### config.mk
export PLATFORM = sky130hd
export DESIGN_NAME = bsos_ctrl
export DESIGN_NICKNAME = d
export VERILOG_FILES = /design/src/bsos_pkg.sv /design/src/bsos_ctrl.sv
export SDC_FILE = /design/constraint.sdc
export NUM_CORES = 1
export LEC_CHECK = 0
export BUFFER_PORTS_ARGS = -buffer_cell sky130_fd_sc_hd__buf_2
export CAP_MARGIN = 20
export CORE_AREA = 3 3 40 42
export DETAILED_ROUTE_END_ITERATION = 16
export DIE_AREA = 0 0 43 45
export PLACE_DENSITY = 0.36
export SYNTH_ARGS = -nofsm -noshare
export SYNTH_HDL_FRONTEND = slang
export SYNTH_SLANG_ARGS = --single-unit
### constraint.sdc
create_clock -name clk -period 0.8 [get_ports clk]
set_input_delay 0.04 -clock clk [delete_from_list [all_inputs] [get_ports clk]]
set_output_delay 0.04 -clock clk [all_outputs]
set_load 0.02 [all_outputs]
### src/bsos_pkg.sv
// shared types and constants for the bitmap set and ordered scan block
package bsos_pkg;

  localparam int KEY_W  = 16;
  localparam int PTR_W  = 17;
  localparam int BYTE_W = 8;

  localparam logic FUNC_INSERT = 1'b0;
  localparam logic FUNC_READ   = 1'b1;

  typedef enum logic [2:0] {
    ST_CLEAR,
    ST_IDLE,
    ST_INS,
    ST_SCAN
  } state_t;

  // controller to datapath
  typedef struct packed {
    logic clear_wr;    // write zero at the clear counter
    logic accept_ins;  // insert word taken, read its byte
    logic accept_rd;   // read-next word taken, read byte at pointer
    logic ins_wr;      // write merged byte back
    logic scan_adv;    // step pointer to next byte and read it
    logic emit;        // load result register and update pointer
  } cmd_t;

  // datapath to controller
  typedef struct packed {
    logic clear_last;  // clear counter at last byte
    logic scan_done;   // hit found or range exhausted
    logic out_free;    // result register can take a word
  } sts_t;

endpackage

### src/bsos_ctrl.sv
// controller state machine: clearing pass, insert and scan sequencing
module bsos_ctrl
  import bsos_pkg::*;
(
  input  logic clk,
  input  logic rst_n,
  input  logic in_valid,
  input  logic in_func,
  output logic in_stall,
  input  sts_t sts,
  output cmd_t cmd
);

  state_t state_r, state_nxt;

  always_ff @(posedge clk) begin
    if (!rst_n) begin
      state_r <= ST_CLEAR;
    end else begin
      state_r <= state_nxt;
    end
  end

  always_comb begin
    state_nxt = state_r;
    cmd       = '0;
    in_stall  = 1'b1;
    case (state_r)
      ST_CLEAR: begin
        cmd.clear_wr = 1'b1;
        if (sts.clear_last) begin
          state_nxt = ST_IDLE;
        end
      end
      ST_IDLE: begin
        in_stall = 1'b0;
        if (in_valid) begin
          if (in_func == FUNC_READ) begin
            cmd.accept_rd = 1'b1;
            state_nxt     = ST_SCAN;
          end else begin
            cmd.accept_ins = 1'b1;
            state_nxt      = ST_INS;
          end
        end
      end
      ST_INS: begin
        cmd.ins_wr = 1'b1;
        state_nxt  = ST_IDLE;
      end
      ST_SCAN: begin
        if (sts.scan_done) begin
          if (sts.out_free) begin
            cmd.emit  = 1'b1;
            state_nxt = ST_IDLE;
          end
        end else begin
          cmd.scan_adv = 1'b1;
        end
      end
      default: begin
        state_nxt = ST_CLEAR;
      end
    endcase
  end

endmodule

==> flow_summary.ini, run 1 <==
[cells_and_area]
antennaDiodeCount = 0
largest_reg_flops = 2
nets = 44
layout_common_cells = 6 x buf_2, 6 x buf_6, 5 x buf_4
layout-drive-gt1-share_pct = 80.0
finalNonFillerCells = 50
fill_cells = 139
top_regs = state_r x2
syn2layout_area_growth_pct = 142
final_area_um2 = 345
top_register = state_r

[routing]
drt-total-wl_um = 474
dr.pass1.iters = 1
wl_per_cell_um = 9.48
antenna_left = 0
drt_iter0_drc = 0
vias = 188
viasPerCell = 3.76
remaining_drc_errors = 0

[power_and_ir_drop]
ir_worst_vdd_mv = 0.304
p_leak_nw = 0.164
powerDensity_mw_per_mm2 = 1370

[sta]
relSlewSlack_pct = 85.9
worst_pin_slew_ns = 0.209
fin_crit_sh_pct = 129
final_hold_viol_count = 0
timing.fmax_mhz = 968
maxSlewViolCount = 0
fin_crit_ns = 1.03
finClkSkew_ns = 0.00412
worst_hold_slack_ns = 0.0920
setup_viol = 8
rsz0062_at_grt = yes
fin_ws_ns = -0.233

[placed_design]
port-buffer-count = 13
place_area_um2 = 228
globalplace.congestion = 0.562
placedCellCount = 44

[clock_tree]
cts_hold_buf = 0
cts_max_level = 1
cts_buffers = 3
cts_root_buf = clkbuf_4
path_clk_slew_ns = 0.03
cts_buffer_depth = 2
cts.sink_count = 2
worstSkewPairLatency_ns = 0.22
cts_tree = built

[setup_path]
crit_type = reg -> out
crit_slowest_cell = dfxtp_4
worst_r2r_endpoint = state_r[0]
critical_path_required_ns = 0.76
rrSetupSlack_ns = -0.12
ff2ff_path_depth = 3
end_kind = output port
r2r-start = state_r[1]
setup.worst_path.start = state_r[1]
path_delay_family = flip-flops
startpoint_type = flip-flop
worstPathCellList = and4bb_4 > buf_6
cp.arrival_ns = 0.99
crit_fanout = 8
cp_num_buf_inv = 1
cp_slowest_stage_delay_ns = 0.35
critical_path_depth = 2
critical_path.endpoint = cmd[4]

[floorplan]
initial_core_util_pct = 11.1
coreArea_mm2 = 0.00128
io_pins = 14
die_area_mm2 = 0.00194
fp.dieH_um = 45
rows = 13
die_w_um = 43

[grt]
grt_pass1_vias = 202
grt_usage_pct = 6.06
use_met3_pct = 2.39
grt_first_pass_wirelength_um = 786
globalRoute.totalOverflow = 0
antenna_found_initial = 0
top_usage_layer = met2
grt_max_degree = 9
global_route.usage.met2_pct = 11.1
grt_use_met1_pct = 4.31

[synthesis]
yosys_warnings = 0
syn_avg_cell_area_um2 = 8.91
synthesis.area_um2 = 143
yosysSeqAreaShare_pct = 28.1
postSynthCellCount = 16
yosysUniqueCellTypes = 12
synth_fp_nets = 23
ys_ff_latch = 2

[worst_hold_path]
min_path_cells = 2
min_path_type = in -> reg

[outcome]
violations = setup timing
status = complete, but fails checks

[flow_run]
cap_violations = 0
-- Yosys cell counts --
master,n,area [µm²]
and4b_1,1,10.0
nor3_1,1,5.00
and4bb_4,1,16.3
dfxtp_1,2,40.0
buf_6,1,11.3
nand2_1,2,7.51
nand2b_1,1,6.26
nand3_1,1,5.00
nor3b_2,1,12.5
o2111a_1,1,11.3
nor2_1,3,11.3
nor2b_1,1,6.26
-- logic make-up (layout without fill, tap and decap cells) --
group                  count (synthesis)  after routing  synth area share (%)
AOI/OAI and AO/OA                      1              1                  7.89
buffers and inverters                  1             20                  7.89
DFF                                    2              2                  28.1
and+or+nand+nor                       12             12                  56.1
-- how the worst min path moves through the flow --
stage	startpoint	to	slack, ns
after floorplan	sts[1]	cmd[1]	0.13
after global placement	rst_n	state_r[0]	0.30
after detailed placement	rst_n	state_r[0]	0.31
after CTS	rst_n	state_r[1]	0.09
after global routing	rst_n	state_r[1]	0.09
final	rst_n	state_r[1]	0.09
-- power breakdown --
| part | leakage [nW] | switching [W] | internal, W |
|---|---|---|---|
| combinational | 0.133 | 0.0000613 | 0.0000758 |
| clock | 0.0138 | 0.0000505 | 0.000165 |
| sequential | 0.0178 | 0.0000132 | 0.000106 |
| total | 0.164 | 0.000125 | 0.000347 |
-- final cells by class --
| cell class | instances | area (µm²) | area share, % |
|---|---|---|---|
| Timing Repair Buffer | 17 | 135 | 39.1 |
| Multi-Input combinational cell | 13 | 121 | 35.1 |
| Sequential cell | 2 | 47.5 | 13.8 |
| Clock buffer | 3 | 22.5 | 6.52 |
| Tap cell | 15 | 18.8 | 5.43 |
-- layer usage --
layer	up-vias	part of all wire (%)
li1	97	-
met2	0	72
met3	0	0
met1	91	28
met5	-	0
met4	0	0
-- repair_timing --
item / 4_1_cts / 5_1_grt
gates resized for setup: 23 / 0
endpoints found under the hold margin: 0 / 0
buffers inserted: 3 / 0
endpoints found under the setup margin: 9 / 9
pin swaps: 3 / 0
-- worst register-to-register path, delay by kind of cell (launching register included) --
family                 cells  cell delay (ns)
DFF                        1             0.35
and+or+nand+nor            2             0.34
buffers and inverters      1             0.11
-- per-stage QoR --
| stage | utilization [%] | total power (W) | setup slack, ns | setup TNS, ns |
|---|---|---|---|---|
| 6_report | 26.9 | 0.000471 | -0.233 | -1.42 |
| 5_1_grt | 26.9 | 0.000511 | -0.272 | -1.79 |
| 4_1_cts | 26.9 | 0.000481 | -0.242 | -1.49 |
| 3_5_place_dp | 17.7 | 0.000212 | -0.0972 | -0.382 |
| 3_3_place_gp | 17.7 | 0.000209 | -0.0727 | -0.208 |
| 2_1_floorplan | - | 0.000171 | -0.122 | -0.122 |
Power figures use the tool's default switching activity.
==> run 2, diff against run 1 <==
- ABC_AREA: unset -> 1
- CTS_BUF_LIST: unset -> sky130_fd_sc_hd__clkbuf_16
- PLACE_DENSITY: 0.36 -> 0.35
==> flow_summary.ini, run 2 <==
[outcome]
status = complete, but fails checks
violations = setup timing

[floorplan]
die_w_um = 43
initial_core_util_pct = 10.5
rows = 13
fp.dieH_um = 45
io_pins = 14
coreArea_mm2 = 0.00128
die_area_mm2 = 0.00194

[routing]
vias = 223
wl_met1_um = 193
drt-total-wl_um = 516
dr.pass1.iters = 4
wl_met2_um = 246
highest_layer = met3
viasPerCell = 3.66
antenna_left = 0
drt_iter0_drc = 3
remaining_drc_errors = 0
wl_per_cell_um = 8.46
wl_met3_um = 75

[setup_path]
cp.arrival_ns = 0.96
crit_fanout = 3
startpoint_type = flip-flop
crit_type = reg -> out
critical_path_required_ns = 0.76
end_kind = output port

[sta]
finClkSkew_ns = 0.00150
relSlewSlack_pct = 87.9
timing.fmax_mhz = 999
fin_ws_ns = -0.201
rsz0062_at_grt = yes
fin_crit_ns = 1.00
fin_crit_sh_pct = 125
setup_viol = 9
worst_pin_slew_ns = 0.182
worst_hold_slack_ns = 0.0585
final_hold_viol_count = 0
maxSlewViolCount = 0

[placed_design]
place_area_um2 = 244
dp_worst_setup_slack_ns = -0.0394
placedCellCount = 52
place_hpwl_um = 324
port-buffer-count = 13
globalplace.congestion = 0.599

[cells_and_area]
top_register = state_r
layout-drive-gt1-share_pct = 76.1
fill_cells = 151
layout_common_cells = 9 x buf_4, 6 x buf_2, 5 x buf_6
finalNonFillerCells = 61
syn2layout_area_growth_pct = 212
finalCoreUtilization_pct = 32.8
final_area_um2 = 422
largest_reg_flops = 2
layout_commonest_cell = buf_4
nets = 55
antennaDiodeCount = 0
top_regs = state_r x2

[clock_tree]
cts_hold_buf = 0
worstSkewPairLatency_ns = 0.22
cts_buffer_depth = 2
cts_root_buf = clkbuf_16
cts_buffers = 3
cts_tree = built
cts_max_level = 1
cts.sink_count = 2
path_clk_slew_ns = 0.03

[synthesis]
yosys_warnings = 0
synth_top_cell_area_share_pct = 29.6
yosysUniqueCellTypes = 8
yosys-top-cells-count = 8 x nor2_1, 5 x nand2_1, 4 x inv_1, 2 x dfxtp_1
syn_avg_cell_area_um2 = 5.88
postSynthCellCount = 23
synthesis.area_um2 = 135
yosys.cell_count.top_type = nor2_1
ys_ff_latch = 2
synth_edf_count = 0
synth_fp_nets = 30
yosysSeqAreaShare_pct = 29.6
synth_top_area_cell = dfxtp_1
synth-async-reset-ratio_pct = 0
synthFlopType = dfxtp_1
synth_area_leaders = dfxtp_1 30%, nor2_1 22%, nand2_1 14%, inv_1 11%, nor3_2 7.4%

[grt]
grt_first_pass_wirelength_um = 855
antenna_found_initial = 0
globalRoute.totalOverflow = 0
grt_pass1_vias = 212
grt_max_degree = 5
grt_usage_pct = 6.57

[power_and_ir_drop]
p_leak_nw = 0.213
powerDensity_mw_per_mm2 = 2470
ir_worst_vdd_mv = 1.09

[worst_hold_path]
min_path_type = in -> reg

[flow_run]
cap_violations = 0
run 2: cell count changes after synthesis, sizes merged:
cell    change
nand3       -1
and4bb      -1
inv         +4
nor3b       -1
a21oi       +1
nand2b      -1
nor2        +6
buf         -1
nor2b       -1
and4b       -1
o2111a      -1
nand2       +4
run 2: cells by family after synthesis:
| logic type | after synthesis | share of synthesized area, % |
|---|---|---|
| compound gates | 1 | 6.48 |
| simple gates | 16 | 52.8 |
| buf+inv | 4 | 11.1 |
| flops | 2 | 29.6 |
run 2: power breakdown:
group | leakage, nW | switching, W | internal (W)
Clock | 0.0370 | 0.000110 | 0.000636
Combinational | 0.159 | 0.0000860 | 0.0000938
Sequential | 0.0175 | 0.00000992 | 0.000108
Total | 0.213 | 0.000206 | 0.000838
run 2: critical path, cell delays in order, from the launching register on:
cell,delay (ns)
dfxtp_2,0.34
inv_2,0.05
buf_4,0.12
nor2_1,0.08
buf_4,0.15
run 2: routing by layer:
metal / track usage (%) / vias to the layer above
li1: - / 113
met1: 6.73 / 98
met2: 8.08 / 12
met3: 7.17 / 0
met4: 3.61 / 0
met5: 0 / -
run 2: area by class of cell:
type | count | area, µm² | area share, %
clock buffer | 3 | 75.1 | 17.8
inverter | 4 | 15.0 | 3.56
multi-input combinational | 17 | 114 | 27.0
sequential | 2 | 45.0 | 10.7
tap | 15 | 18.8 | 4.45
timing repair buffer | 20 | 154 | 36.5
run 2: repair_timing:
| item | 4_1_cts | 5_1_grt |
|---|---|---|
| pin swaps | 6 | 2 |
| buffers inserted | 4 | 3 |
| resized for setup | 13 | 6 |
| endpoints found under the setup margin | 9 | 9 |
run 2: worst paths after layout:
check | from | endpoint | slack (ns) | cells after the start
worst max register to register | state_r[1] | state_r[1] | -0.15 | 7
worst min-delay path | rst_n | state_r[1] | 0.06 | 3
worst max-delay path | state_r[1] | cmd[2] | -0.20 | 4
worst min register to register | state_r[1] | state_r[1] | 0.62 | 4
run 2: stage by stage:
step	total power, W	TNS (ns)
CTS	0.00103	-1.21
detailed placement	0.000230	-0.0728
global route	0.00109	-1.75
finish	0.00104	-1.34
global placement	0.000232	-0.111
floorplan	0.000184	-0.163
